### src/rtl/esc_pkg.sv
// ----------------------------------------------------------------------------
// Epoch seconds to calendar: shared package
// Field widths, calendar constants and the month tables used by the
// converter and its channel interfaces.
// ----------------------------------------------------------------------------
package esc_pkg;

    // Field widths
    localparam int ESC_SECS_W    = 32;
    localparam int ESC_YEAR_W    = 12;
    localparam int ESC_MONTH_W   = 4;
    localparam int ESC_DAY_W     = 5;
    localparam int ESC_HOUR_W    = 5;
    localparam int ESC_MINUTE_W  = 6;
    localparam int ESC_SECOND_W  = 6;
    localparam int ESC_WEEKDAY_W = 3;

    // Calendar constants
    localparam int ESC_SECS_PER_DAY  = 86400;
    localparam int ESC_SECS_PER_HOUR = 3600;
    localparam int ESC_SECS_PER_MIN  = 60;
    localparam int ESC_DAYS_PER_WEEK = 7;
    localparam int ESC_EPOCH_YEAR    = 1970;
    localparam int ESC_LAST_YEAR     = 2099;
    localparam int ESC_BASE_YEAR     = 1900;
    localparam int ESC_COMMON_DAYS   = 365;
    localparam int ESC_LEAP_DAYS     = 366;
    localparam int ESC_EPOCH_WEEKDAY = 4;

    // Days in a month of a common year; index 0 is January.
    function automatic logic [4:0] month_len(input logic [3:0] m);
        logic [4:0] len;
        begin
            unique case (m)
                4'd1:                         len = 5'd28;
                4'd3, 4'd5, 4'd8, 4'd10:      len = 5'd30;
                default:                      len = 5'd31;
            endcase
            return len;
        end
    endfunction

    // Month offsets of the weekday formula; index 0 is January.
    function automatic logic [2:0] month_offset(input logic [3:0] m);
        logic [2:0] off;
        begin
            unique case (m)
                4'd0:  off = 3'd0;
                4'd1:  off = 3'd3;
                4'd2:  off = 3'd3;
                4'd3:  off = 3'd6;
                4'd4:  off = 3'd1;
                4'd5:  off = 3'd4;
                4'd6:  off = 3'd6;
                4'd7:  off = 3'd2;
                4'd8:  off = 3'd5;
                4'd9:  off = 3'd0;
                4'd10: off = 3'd3;
                4'd11: off = 3'd5;
                default: off = 3'd0;
            endcase
            return off;
        end
    endfunction

endpackage

### src/rtl/esc_in_if.sv
// ----------------------------------------------------------------------------
// Epoch seconds to calendar: input channel
// Valid/ready channel that carries one seconds count per transfer.
// ----------------------------------------------------------------------------
interface esc_in_if;
    logic                           valid;
    logic                           ready;
    logic [esc_pkg::ESC_SECS_W-1:0] epoch_seconds;

    modport source (output valid, output epoch_seconds, input ready);
    modport sink   (input valid, input epoch_seconds, output ready);
endinterface

### src/rtl/esc_out_if.sv
// ----------------------------------------------------------------------------
// Epoch seconds to calendar: output channel
// Valid/ready channel that carries one calendar result per transfer.
// ----------------------------------------------------------------------------
interface esc_out_if;
    logic                              valid;
    logic                              ready;
    logic [esc_pkg::ESC_YEAR_W-1:0]    year_out;
    logic [esc_pkg::ESC_MONTH_W-1:0]   month_out;
    logic [esc_pkg::ESC_DAY_W-1:0]     day_out;
    logic [esc_pkg::ESC_HOUR_W-1:0]    hour_out;
    logic [esc_pkg::ESC_MINUTE_W-1:0]  minute_out;
    logic [esc_pkg::ESC_SECOND_W-1:0]  second_out;
    logic [esc_pkg::ESC_WEEKDAY_W-1:0] weekday_out;
    logic                              out_of_range;

    modport source (output valid, output year_out, output month_out, output day_out,
                    output hour_out, output minute_out, output second_out,
                    output weekday_out, output out_of_range, input ready);
    modport sink   (input valid, input year_out, input month_out, input day_out,
                    input hour_out, input minute_out, input second_out,
                    input weekday_out, input out_of_range, output ready);
endinterface

### src/rtl/epoch_seconds_to_calendar_unit.sv
// Steps from input transfer to result valid: whole days, then hours, minutes
// and seconds, the year walk, the month walk, the weekday load and remainder,
// and the load of the output register.
// A new item is taken only in idle, once the last is through; ready returns the cycle after the
// result is loaded, and a stalled output holds the converter before that load.
// Reset (rst_n low, asynchronous) returns to idle with no result pending.
// ----------------------------------------------------------------------------
// Epoch seconds to calendar converter
// Turns a seconds count since 1970-01-01 into date, time of day and weekday
// with one shared compare/subtract unit driven by a small sequencer.
// ----------------------------------------------------------------------------
module epoch_seconds_to_calendar_unit (
    input  logic       clk,
    input  logic       rst_n,
    esc_in_if.sink     in_item,
    esc_out_if.source  out_item
);

    typedef enum logic [3:0] {
        S_IDLE,
        S_DAY,
        S_HOUR,
        S_MIN,
        S_YEAR,
        S_MONTH,
        S_WLOAD,
        S_WDAY,
        S_HOLD
    } state_t;

    state_t state_reg;

    // Working registers
    logic [31:0] acc_reg;
    logic [3:0]  k_reg;
    logic [15:0] q_reg;
    logic [15:0] days_reg;
    logic [11:0] year_reg;
    logic [1:0]  m4_reg;
    logic [6:0]  m100_reg;
    logic [8:0]  m400_reg;
    logic [3:0]  m_reg;
    logic [3:0]  month_reg;
    logic [4:0]  day_reg;
    logic [4:0]  hour_reg;
    logic [5:0]  minute_reg;
    logic [5:0]  second_reg;
    logic [2:0]  weekday_reg;
    logic        oor_reg;

    // Output registers
    logic        out_valid_reg;
    logic [11:0] year_out_reg;
    logic [3:0]  month_out_reg;
    logic [4:0]  day_out_reg;
    logic [4:0]  hour_out_reg;
    logic [5:0]  minute_out_reg;
    logic [5:0]  second_out_reg;
    logic [2:0]  weekday_out_reg;
    logic        oor_out_reg;

    logic        leap;
    logic [4:0]  mlen;
    logic [31:0] operand_b;
    logic [32:0] diff;
    logic        ge;
    logic [31:0] acc_step;
    logic [7:0]  yl;
    logic        wd_adj;
    logic [9:0]  wsum;
    logic        oor;

    // Gregorian leap test from the running year residues.
    assign leap = (m4_reg == 2'd0) && ((m100_reg != 7'd0) || (m400_reg == 9'd0));

    // Length of the current month, with a 29-day February in leap years.
    always_comb
    begin
        mlen = esc_pkg::month_len(m_reg);
        if ((m_reg == 4'd1) && leap)
        begin
            mlen = 5'd29;
        end
    end

    // Subtrahend of the shared unit for each phase.
    always_comb
    begin
        unique case (state_reg)
            S_DAY:   operand_b = 32'(esc_pkg::ESC_SECS_PER_DAY) << k_reg;
            S_HOUR:  operand_b = 32'(esc_pkg::ESC_SECS_PER_HOUR) << k_reg;
            S_MIN:   operand_b = 32'(esc_pkg::ESC_SECS_PER_MIN) << k_reg;
            S_YEAR:  operand_b = leap ? 32'(esc_pkg::ESC_LEAP_DAYS)
                                      : 32'(esc_pkg::ESC_COMMON_DAYS);
            S_MONTH: operand_b = {27'd0, mlen};
            S_WDAY:  operand_b = 32'(esc_pkg::ESC_DAYS_PER_WEEK) << k_reg;
            default: operand_b = 32'd0;
        endcase
    end

    // Shared compare and subtract unit.
    assign diff     = {1'b0, acc_reg} - {1'b0, operand_b};
    assign ge       = ~diff[32];
    assign acc_step = ge ? diff[31:0] : acc_reg;

    // Weekday table formula, valid for years up to 2099.
    assign yl     = 8'(year_reg - 12'(esc_pkg::ESC_BASE_YEAR));
    assign wd_adj = (yl[1:0] == 2'b00) && (m_reg < 4'd2);
    assign wsum   = 10'(yl) + 10'(yl[7:2]) + 10'(day_reg)
                  + 10'(esc_pkg::month_offset(m_reg)) - 10'(wd_adj);
    assign oor    = year_reg > 12'(esc_pkg::ESC_LAST_YEAR);

    assign in_item.ready = (state_reg == S_IDLE);

    // Sequencer, working registers and output registers.
    always_ff @(posedge clk or negedge rst_n)
    begin
        if (!rst_n)
        begin
            state_reg       <= S_IDLE;
            acc_reg         <= '0;
            k_reg           <= '0;
            q_reg           <= '0;
            days_reg        <= '0;
            year_reg        <= '0;
            m4_reg          <= '0;
            m100_reg        <= '0;
            m400_reg        <= '0;
            m_reg           <= '0;
            month_reg       <= '0;
            day_reg         <= '0;
            hour_reg        <= '0;
            minute_reg      <= '0;
            second_reg      <= '0;
            weekday_reg     <= '0;
            oor_reg         <= 1'b0;
            out_valid_reg   <= 1'b0;
            year_out_reg    <= '0;
            month_out_reg   <= '0;
            day_out_reg     <= '0;
            hour_out_reg    <= '0;
            minute_out_reg  <= '0;
            second_out_reg  <= '0;
            weekday_out_reg <= '0;
            oor_out_reg     <= 1'b0;
        end
        else
        begin
            // A result is loaded from the sequencer or leaves on an output transfer.
            priority if ((state_reg == S_HOLD) && (!out_valid_reg || out_item.ready))
            begin
                out_valid_reg <= 1'b1;
            end
            else if (out_valid_reg && out_item.ready)
            begin
                out_valid_reg <= 1'b0;
            end

            unique case (state_reg)
                S_IDLE:
                begin
                    if (in_item.valid)
                    begin
                        acc_reg   <= in_item.epoch_seconds;
                        k_reg     <= 4'd15;
                        state_reg <= S_DAY;
                    end
                end

                // Whole days: restoring division by 86400.
                S_DAY:
                begin
                    acc_reg <= acc_step;
                    q_reg   <= {q_reg[14:0], ge};
                    if (k_reg == 4'd0)
                    begin
                        days_reg  <= {q_reg[14:0], ge};
                        k_reg     <= 4'd4;
                        state_reg <= S_HOUR;
                    end
                    else
                    begin
                        k_reg <= k_reg - 4'd1;
                    end
                end

                // Hours from the time of day.
                S_HOUR:
                begin
                    acc_reg <= acc_step;
                    q_reg   <= {q_reg[14:0], ge};
                    if (k_reg == 4'd0)
                    begin
                        hour_reg  <= {q_reg[3:0], ge};
                        k_reg     <= 4'd5;
                        state_reg <= S_MIN;
                    end
                    else
                    begin
                        k_reg <= k_reg - 4'd1;
                    end
                end

                // Minutes and seconds; then set up the year walk.
                S_MIN:
                begin
                    q_reg <= {q_reg[14:0], ge};
                    if (k_reg == 4'd0)
                    begin
                        minute_reg <= {q_reg[4:0], ge};
                        second_reg <= acc_step[5:0];
                        acc_reg    <= {16'd0, days_reg};
                        year_reg   <= 12'(esc_pkg::ESC_EPOCH_YEAR);
                        m4_reg     <= 2'(esc_pkg::ESC_EPOCH_YEAR % 4);
                        m100_reg   <= 7'(esc_pkg::ESC_EPOCH_YEAR % 100);
                        m400_reg   <= 9'(esc_pkg::ESC_EPOCH_YEAR % 400);
                        state_reg  <= S_YEAR;
                    end
                    else
                    begin
                        acc_reg <= acc_step;
                        k_reg   <= k_reg - 4'd1;
                    end
                end

                // One year per cycle while a whole year remains.
                S_YEAR:
                begin
                    if (ge)
                    begin
                        acc_reg  <= diff[31:0];
                        year_reg <= year_reg + 12'd1;
                        m4_reg   <= m4_reg + 2'd1;
                        m100_reg <= (m100_reg == 7'd99) ? 7'd0 : m100_reg + 7'd1;
                        m400_reg <= (m400_reg == 9'd399) ? 9'd0 : m400_reg + 9'd1;
                    end
                    else
                    begin
                        m_reg     <= 4'd0;
                        state_reg <= S_MONTH;
                    end
                end

                // One month per cycle while a whole month remains.
                S_MONTH:
                begin
                    if ((m_reg == 4'd11) || !ge)
                    begin
                        month_reg <= m_reg + 4'd1;
                        day_reg   <= acc_reg[4:0] + 5'd1;
                        state_reg <= S_WLOAD;
                    end
                    else
                    begin
                        acc_reg <= diff[31:0];
                        m_reg   <= m_reg + 4'd1;
                    end
                end

                // Pick the weekday dividend: table sum in range, day count beyond.
                S_WLOAD:
                begin
                    oor_reg   <= oor;
                    acc_reg   <= oor ? 32'(days_reg) + 32'(esc_pkg::ESC_EPOCH_WEEKDAY)
                                     : 32'(wsum);
                    k_reg     <= 4'd12;
                    state_reg <= S_WDAY;
                end

                // Remainder modulo 7 gives the weekday.
                S_WDAY:
                begin
                    acc_reg <= acc_step;
                    if (k_reg == 4'd0)
                    begin
                        weekday_reg <= acc_step[2:0];
                        state_reg   <= S_HOLD;
                    end
                    else
                    begin
                        k_reg <= k_reg - 4'd1;
                    end
                end

                // Move the result to the output once the slot is free.
                S_HOLD:
                begin
                    if (!out_valid_reg || out_item.ready)
                    begin
                        year_out_reg    <= year_reg;
                        month_out_reg   <= month_reg;
                        day_out_reg     <= day_reg;
                        hour_out_reg    <= hour_reg;
                        minute_out_reg  <= minute_reg;
                        second_out_reg  <= second_reg;
                        weekday_out_reg <= weekday_reg;
                        oor_out_reg     <= oor_reg;
                        state_reg       <= S_IDLE;
                    end
                end

                default:
                begin
                    state_reg <= S_IDLE;
                end
            endcase
        end
    end

    // Output channel
    assign out_item.valid        = out_valid_reg;
    assign out_item.year_out     = year_out_reg;
    assign out_item.month_out    = month_out_reg;
    assign out_item.day_out      = day_out_reg;
    assign out_item.hour_out     = hour_out_reg;
    assign out_item.minute_out   = minute_out_reg;
    assign out_item.second_out   = second_out_reg;
    assign out_item.weekday_out  = weekday_out_reg;
    assign out_item.out_of_range = oor_out_reg;

endmodule
### src/flat_wrapper.sv
// flat-port wrapper written by rule: the top's interface ports become plain ports
module epoch_seconds_to_calendar_unit_flat 
  (clk, rst_n, in_item_valid, in_item_epoch_seconds, in_item_ready, out_item_valid, out_item_year_out, out_item_month_out, out_item_day_out, out_item_hour_out, out_item_minute_out, out_item_second_out, out_item_weekday_out, out_item_out_of_range, out_item_ready);
  esc_in_if in_item_i ();
  esc_out_if out_item_i ();
  input  logic clk;
  input  logic rst_n;
  input wire logic [$bits(in_item_i.valid)-1:0] in_item_valid;
  input wire logic [$bits(in_item_i.epoch_seconds)-1:0] in_item_epoch_seconds;
  output wire logic [$bits(in_item_i.ready)-1:0] in_item_ready;
  output wire logic [$bits(out_item_i.valid)-1:0] out_item_valid;
  output wire logic [$bits(out_item_i.year_out)-1:0] out_item_year_out;
  output wire logic [$bits(out_item_i.month_out)-1:0] out_item_month_out;
  output wire logic [$bits(out_item_i.day_out)-1:0] out_item_day_out;
  output wire logic [$bits(out_item_i.hour_out)-1:0] out_item_hour_out;
  output wire logic [$bits(out_item_i.minute_out)-1:0] out_item_minute_out;
  output wire logic [$bits(out_item_i.second_out)-1:0] out_item_second_out;
  output wire logic [$bits(out_item_i.weekday_out)-1:0] out_item_weekday_out;
  output wire logic [$bits(out_item_i.out_of_range)-1:0] out_item_out_of_range;
  input wire logic [$bits(out_item_i.ready)-1:0] out_item_ready;
  assign in_item_i.valid = in_item_valid;
  assign in_item_i.epoch_seconds = in_item_epoch_seconds;
  assign in_item_ready = in_item_i.ready;
  assign out_item_valid = out_item_i.valid;
  assign out_item_year_out = out_item_i.year_out;
  assign out_item_month_out = out_item_i.month_out;
  assign out_item_day_out = out_item_i.day_out;
  assign out_item_hour_out = out_item_i.hour_out;
  assign out_item_minute_out = out_item_i.minute_out;
  assign out_item_second_out = out_item_i.second_out;
  assign out_item_weekday_out = out_item_i.weekday_out;
  assign out_item_out_of_range = out_item_i.out_of_range;
  assign out_item_i.ready = out_item_ready;
  epoch_seconds_to_calendar_unit u_core (.clk(clk), .rst_n(rst_n), .in_item(in_item_i), .out_item(out_item_i));
endmodule
### config.mk
export PLATFORM = sky130hd
export DESIGN_NAME = epoch_seconds_to_calendar_unit_flat
export DESIGN_NICKNAME = d
export VERILOG_FILES = /design/src/rtl/esc_pkg.sv /design/src/rtl/esc_in_if.sv /design/src/rtl/esc_out_if.sv /design/src/rtl/epoch_seconds_to_calendar_unit.sv /design/src/flat_wrapper.sv
export SDC_FILE = /design/constraint.sdc
export NUM_CORES = 1
export LEC_CHECK = 0
export ABC_AREA = 1
export CAP_MARGIN = 10
export CELL_PAD_IN_SITES_DETAIL_PLACEMENT = 0
export CELL_PAD_IN_SITES_GLOBAL_PLACEMENT = 1
export CORE_ASPECT_RATIO = 0.9
export CORE_MARGIN = 1.5
export CORE_UTILIZATION = 51
export CTS_CLUSTER_DIAMETER = 80
export CTS_CLUSTER_SIZE = 24
export DETAILED_ROUTE_END_ITERATION = 8
export DONT_BUFFER_PORTS = 1
export HOLD_SLACK_MARGIN = 0.15
export PLACE_DENSITY_LB_ADDON = 0.1
export SLEW_MARGIN = 20
export SYNTH_ARGS = -nofsm -noshare
export SYNTH_HDL_FRONTEND = slang
export SYNTH_SLANG_ARGS = --single-unit
### constraint.sdc
create_clock -name clk -period 8.6 [get_ports clk]
set_clock_uncertainty 0.05 [all_clocks]
set_input_delay 1.72 -clock clk [delete_from_list [all_inputs] [get_ports clk]]
set_output_delay 1.72 -clock clk [all_outputs]
set_load 0.02 [all_outputs]
**Word level (Yosys, flattened, before mapping)**

Memory sizes are Yosys's and may differ from the RTL's.
Cells that the tools add are included.

- Bitwise gates (word level): 1
- Magnitude comparators: 2
- Mux-type cells: 43
- Reduce and logical (&&, ||, !) cells: 35
- Add/subtract/negate cells: 14
- Shift-type cells: 4
- Equal/unequal tests: 27

Operators by type and width:

| kind | number |
|---|---|
| case mux 32 bit (6 select lines) | 1 |
| two-way mux 32 bit | 5 |
| case mux 32 bit (5 select lines) | 1 |
| two-way mux 4 bit | 14 |
| case mux 4 bit (9 select lines) | 1 |
| subtractor 32 x 32 -> 33 bit | 1 |
| << shifter 12 x 4 -> 32 bit, first input constant | 1 |
| << shifter 17 x 4 -> 32 bit, first input constant | 1 |
| << shifter 3 x 4 -> 32 bit, first input constant | 1 |
| << shifter 6 x 4 -> 32 bit, first input constant | 1 |
| two-way mux 9 bit | 3 |
| two-way mux 12 bit | 2 |
| case mux 12 bit (2 select lines) | 1 |
| two-way mux 7 bit | 3 |
| == test 4 x 3 -> 1 bit, second input constant | 5 |
| case mux 4 bit (5 select lines) | 1 |
| case mux 9 bit (2 select lines) | 1 |
| adder 16 x 3 -> 17 bit, second input constant | 1 |
| == test 4 bit, second input constant | 4 |
| case mux 7 bit (2 select lines) | 1 |
| adder 12 x 1 -> 12 bit, second input constant | 1 |
| == test 4 x 2 -> 1 bit, second input constant | 3 |
| > comparator 12 bit, second input constant | 1 |
| inequality test 2 x 1 -> 1 bit, second input constant | 6 |
| other kinds (37) | 66 |

- Input bits: 36
- Bits in read-only memories: 48
- Register bits after elaboration: 178
- Word-level logic and storage cells: 153
- Memories: 1
- Output and inout bits: 44

Memory list:

| memory | words | bits a word | read ports | clocked after memory_dff | write ports | RTL line | text |
|---|---|---|---|---|---|---|---|
| (no name shown) | 16 | 3 | 1 | 0 | 0 | esc_pkg.sv:47 | `unique case (m)` |

**Logic depth before layout (Yosys ltp)**

- Depth after elaboration: 10
- Depth in mapped cells: 29
- Gate-level depth less buffers: 29

**Worst setup path after synthesis**

No wires, ideal clock.

- Kind: reg-to-reg
- From: register u_core.year_reg[2]
- To: register u_core.acc_reg[5]
- Data arrival time: 3.436 ns
- Required time: 8.434 ns
- Cell stages (with the launch flop): 20
- Clock period less this slack: 3.602 ns
- Path slack: 4.998 ns
- Path buffers: 0
- Setup time: 0.116 ns
- Path through: dfrtp_1 > inv_1 > ha_1 > inv_1 > fa_1 > xor2_1 > ha_1 > inv_1 > fa_1 > fa_1 > nand3_1 > nand3_1 > xor2_1 > nor2_1 > nor2_1 > nand2_1 > nor2_1 > nand2_1 > nand2_1 > nand2_1

- Cells in the longest elaborated chain, start to end: 7
- Elaborated cells between the ends (all ways): 8
- Those cells by class: 5 x add/sub; 1 x order compare; 2 x mux

RTL lines:

| item | RTL line | text |
|---|---|---|
| start: declaration | epoch_seconds_to_calendar_unit.sv:38 | `logic [11:0] year_reg;` |
| start signal: assignment | epoch_seconds_to_calendar_unit.sv:213 | `year_reg <= 12'(esc_pkg::ESC_EPOCH_YEAR);` |
| start signal: assignment | epoch_seconds_to_calendar_unit.sv:232 | `year_reg <= year_reg + 12'd1;` |
| subtractor 8 x 7 -> 8 bit | epoch_seconds_to_calendar_unit.sv:107 | `assign yl = 8'(year_reg - 12'(esc_pkg::ESC_BASE_YEAR));` |
| adder 8 x 6 -> 9 bit | epoch_seconds_to_calendar_unit.sv:109 | `assign wsum = 10'(yl) + 10'(yl[7:2]) + 10'(day_reg)` |
| adder 10 x 5 -> 10 bit | epoch_seconds_to_calendar_unit.sv:109 |  |
| adder 10 x 3 -> 10 bit | epoch_seconds_to_calendar_unit.sv:110 | `+ 10'(esc_pkg::month_offset(m_reg)) - 10'(wd_adj);` |
| subtractor 10 x 1 -> 10 bit | epoch_seconds_to_calendar_unit.sv:110 |  |
| two-way mux 32 bit (*) | epoch_seconds_to_calendar_unit.sv:264 | `acc_reg <= oor ? 32'(days_reg) + 32'(esc_pkg::ESC_EPOCH_WEEKDAY)` |
| case mux 32 bit (5 select lines) (*) | epoch_seconds_to_calendar_unit.sv:159 | `unique case (state_reg)` |
| end signal: assignment | epoch_seconds_to_calendar_unit.sv:164 | `acc_reg <= in_item.epoch_seconds;` |
| end signal: assignment | epoch_seconds_to_calendar_unit.sv:264 |  |
| end signal: assignment | epoch_seconds_to_calendar_unit.sv:273 | `acc_reg <= acc_step;` |
| end: declaration | epoch_seconds_to_calendar_unit.sv:34 | `logic [31:0] acc_reg;` |

Mark *: on every way between the ends. The rest lies on a longest branch, timed or not.
A chain may end at the register's enable or synchronous reset.

**Worst setup path in the final report**

- From: register u_core.state_reg[3]
- To: register u_core.year_reg[4]

- Cells in the longest elaborated chain, start to end: 5
- Elaborated cells between the ends (all ways): 13
- Those cells by class: 1 x add/sub; 8 x eq/ne; 2 x mux; 2 x reduce/logical

RTL lines:

| item | RTL line | text |
|---|---|---|
| start: declaration | epoch_seconds_to_calendar_unit.sv:31 | `state_t state_reg;` |
| start signal: assignment | epoch_seconds_to_calendar_unit.sv:120 | `state_reg <= S_IDLE;` |
| start signal: assignment | epoch_seconds_to_calendar_unit.sv:166 | `state_reg <= S_DAY;` |
| start signal: assignment | epoch_seconds_to_calendar_unit.sv:179 | `state_reg <= S_HOUR;` |
| == test 4 x 3 -> 1 bit, or another cell as far along | epoch_seconds_to_calendar_unit.sv:89 | `unique case (state_reg)` |
| case mux 32 bit (6 select lines) | epoch_seconds_to_calendar_unit.sv:89 |  |
| subtractor 32 x 32 -> 33 bit | epoch_seconds_to_calendar_unit.sv:102 | `assign diff = {1'b0, acc_reg} - {1'b0, operand_b};` |
| inequality test 2 bit (no line) | -- |  |
| AND reduction 3 bit (no line) | -- |  |

Parallel ways exist; a longest one is shown, timed or not.

==> flow_summary_export.csv <==
group,metric,value,unit
synthesis,synth_top_area_frac,0.3356,
clocking,cts_buffers,17,
critical_path,cp.required,8.93,ns
routing,postRouteAntennaNets,0,
sta,min_period,5.607,ns
floorplan,io_pins,80,
routing,first_pass_iters,6,
critical_path,path_max_fanout,32,
global_routing,global_route.usage.total,0.3021,
job,max_cap_viol_count,0,
synthesis,synth_area_leader_cell,"dfrtp_1",
floorplan,core_area,25320,um^2
global_routing,grt_pass1_vias,11517,
finish,nNetsFinal,2056,
critical_path,worstPathArrival,5.94,ns
clocking,cts.clk_slew.worst_paths,0.08,ns
placement,gp_congestion,0.9880,
finish,utilization,0.5579,
sta,max_freq,178.3,MHz
floorplan,die_w,173.1,um
sta,hold_viol,0,
clocking,clock-sinks,178,
synthesis,synth_edf_count,0,
synthesis,syn_nets,2084,
routing,wl,39300,um
run_status,status,"complete, no violations",
finish,fillerInstances,2620,
critical_path,cp-start-kind,"flip-flop",
placement,hpwl,30350,um
finish,seqCellArea,4454,um^2
synthesis,synth_area,13270,um^2
clocking,post-cts-setup-buffers,0,
synthesis,synth-seq-cells,178,
finish,multiInputGateArea,7513,um^2
sta,slew_violations,0,
clocking,cts_root_buffer,"clkbuf_16",
synthesis,synth.distinct_cells,53,
finish,largest_register_ffs,32,
routing,drt-initial-drc-count,1120,
placement,dp_cells,2265,
sta,min_period_over_period,0.6520,
clocking,cts_tree,"yes",
finish,area_growth,6.448,%
critical_path,critPathCaptureType,"flip-flop",
synthesis,yosys-top-cells-count,"nand2_1, inv_1, dfrtp_1",
routing,route.detailed.drc,0,
sta,max-slew-margin-rel,0.2856,
synthesis,ys_async_sr_fraction,1.000,
clocking,clk_path_buf_depth,2,
sta,setup_viol,0,
clocking,clock_latency,0.45,ns
clocking,cts_hold_buf,0,
finish,stdcell_count,2298,
clocking,post_cts_resize_count,0,
global_routing,grt_pass1_wl,63600,um
synthesis,ys_warn_count,0,
synthesis,yosysMostFrequentCell,"nand2_1",
sta,setup_tns,0,ns
finish,drive_above_1_share,0.04962,
floorplan,die_h,156.0,um
floorplan,dieArea,27000,um^2
critical_path,setup.worst_path.class,"flip-flop to flip-flop",
synthesis,yosysSeqAreaShare,0.3356,
synthesis,synthTopCellsByArea,"dfrtp_1, nand2_1, inv_1, ha_1, o21ai_0",
global_routing,grt_max_degree,179,
routing,routedWlPerCell,17.10,um
routing,viasPerCell,5.422,
floorplan,rows,55,
routing,vias,12459,
sta,tightestPinTransition,1.069,ns
sta,rsz0062_at_grt,"no",
global_routing,grt_antenna_before_repair,0,
global_routing,gr-total-overflow,0,
synthesis,ys.flop_type,"dfrtp_1",
synthesis,postSynthCellCount,1970,
floorplan,initial_utilization,0.5241,
clocking,cts_max_level,4,
placement,numPortBuffers,0,
synthesis,syn_avg_cell_area,6.737,um^2
min_path,holdCritPathClass,"flip-flop to flip-flop",
==> metrics by stage <==
step | cell area, um^2 | hold WS, ns | setup slack (ns)
2_1_floorplan | 13270 | 0.3968 | 4.998
5_1_grt | 14130 | 0.4548 | 2.473
4_1_cts | 14120 | 0.4386 | 2.745
6_report | 14130 | 0.4354 | 2.993
3_5_place_dp | 13500 | 0.4191 | 2.787
3_3_place_gp | 13500 | 0.4097 | 3.051
==> kinds of logic (layout without fill, tap and decap cells) <==
kind of cell | Yosys count | after routing | share of synthesized area
mux | 21 | 21 | 0.01782
buf+inv | 335 | 320 | 0.1000
compound gates | 280 | 280 | 0.1143
simple gates | 1036 | 1036 | 0.3276
flops | 178 | 178 | 0.3356
fa+ha+maj | 78 | 78 | 0.07692
xor+xnor | 42 | 42 | 0.02771
other cells | 0 | 1 | 0
==> critical path: stages (launching register included) <==
cell and delay (ns):
dfrtp_1 0.46, nor2_1 0.31, inv_2 0.07, nor2_2 0.08
buf_4 0.31, nor2_1 0.18, nor2_2 0.61, inv_1 0.29
nand2_1 0.17, o211ai_1 0.13, ha_1 0.35, nand2_1 0.13
inv_1 0.05, a21oi_1 0.19, nand2_1 0.13, a21oi_4 0.45
nand2_8 0.19, nand2_2 0.29, nand2_2 0.39, inv_1 0.45
o21ai_0 0.13, nand3_1 0.09
==> routing by layer <==
layer / GRT usage / wire, um / vias to the layer above
met5: 0 / 0 / -
met3: 0.04825 / 2731 / 41
li1: - / - / 6221
met1: 0.4531 / 19550 / 5804
met4: 0.06211 / 614 / 0
met2: 0.4581 / 16400 / 393
==> worst paths after layout <==
check                                                start                              end  slack, ns  depth (start not counted)
hold reg to reg            u_core.month_reg[1]$_DFFE_PN0P_  u_core.month_reg[1]$_DFFE_PN0P_       0.44                          2
hold / removal             u_core.month_reg[1]$_DFFE_PN0P_  u_core.month_reg[1]$_DFFE_PN0P_       0.44                          2
max in group asynchronous                            rst_n     u_core.q_reg[13]$_DFFE_PN0P_       7.37                          0
setup reg to reg           u_core.state_reg[3]$_DFFE_PN0P_   u_core.year_reg[4]$_DFFE_PN0P_       2.99                         21
setup / recovery           u_core.state_reg[3]$_DFFE_PN0P_   u_core.year_reg[4]$_DFFE_PN0P_       2.99                         21
min in group asynchronous                            rst_n  u_core.state_reg[3]$_DFFE_PN0P_       0.92                          0
==> layout make-up <==
cell class | instances | share of cell area
Antenna cell | 1 | 0.0001771
Tap cell | 342 | 0.03029
Multi-Input combinational cell | 1457 | 0.5318
Timing Repair Buffer | 5 | 0.002657
Sequential cell | 178 | 0.3153
Clock buffer | 17 | 0.03011
Clock inverter | 15 | 0.01417
Inverter | 283 | 0.07554
==> cells in the final DEF, fill, tap and decap left out, types with 17 or more instances in the layout <==
cell type  instances
nand2_1          652
inv_1            273
dfrtp_1          178
nor2_1           166
o21ai_0          154
nand3_1          108
a21oi_1           74
ha_1              72
xor2_1            32
nand4_1           26
nor3_1            24
mux2_2            21
nand3b_1          20
clkbuf_16         17
Power is not shown: default switching activity piles up to over one toggle a cycle in this logic, so the estimate is an artifact.
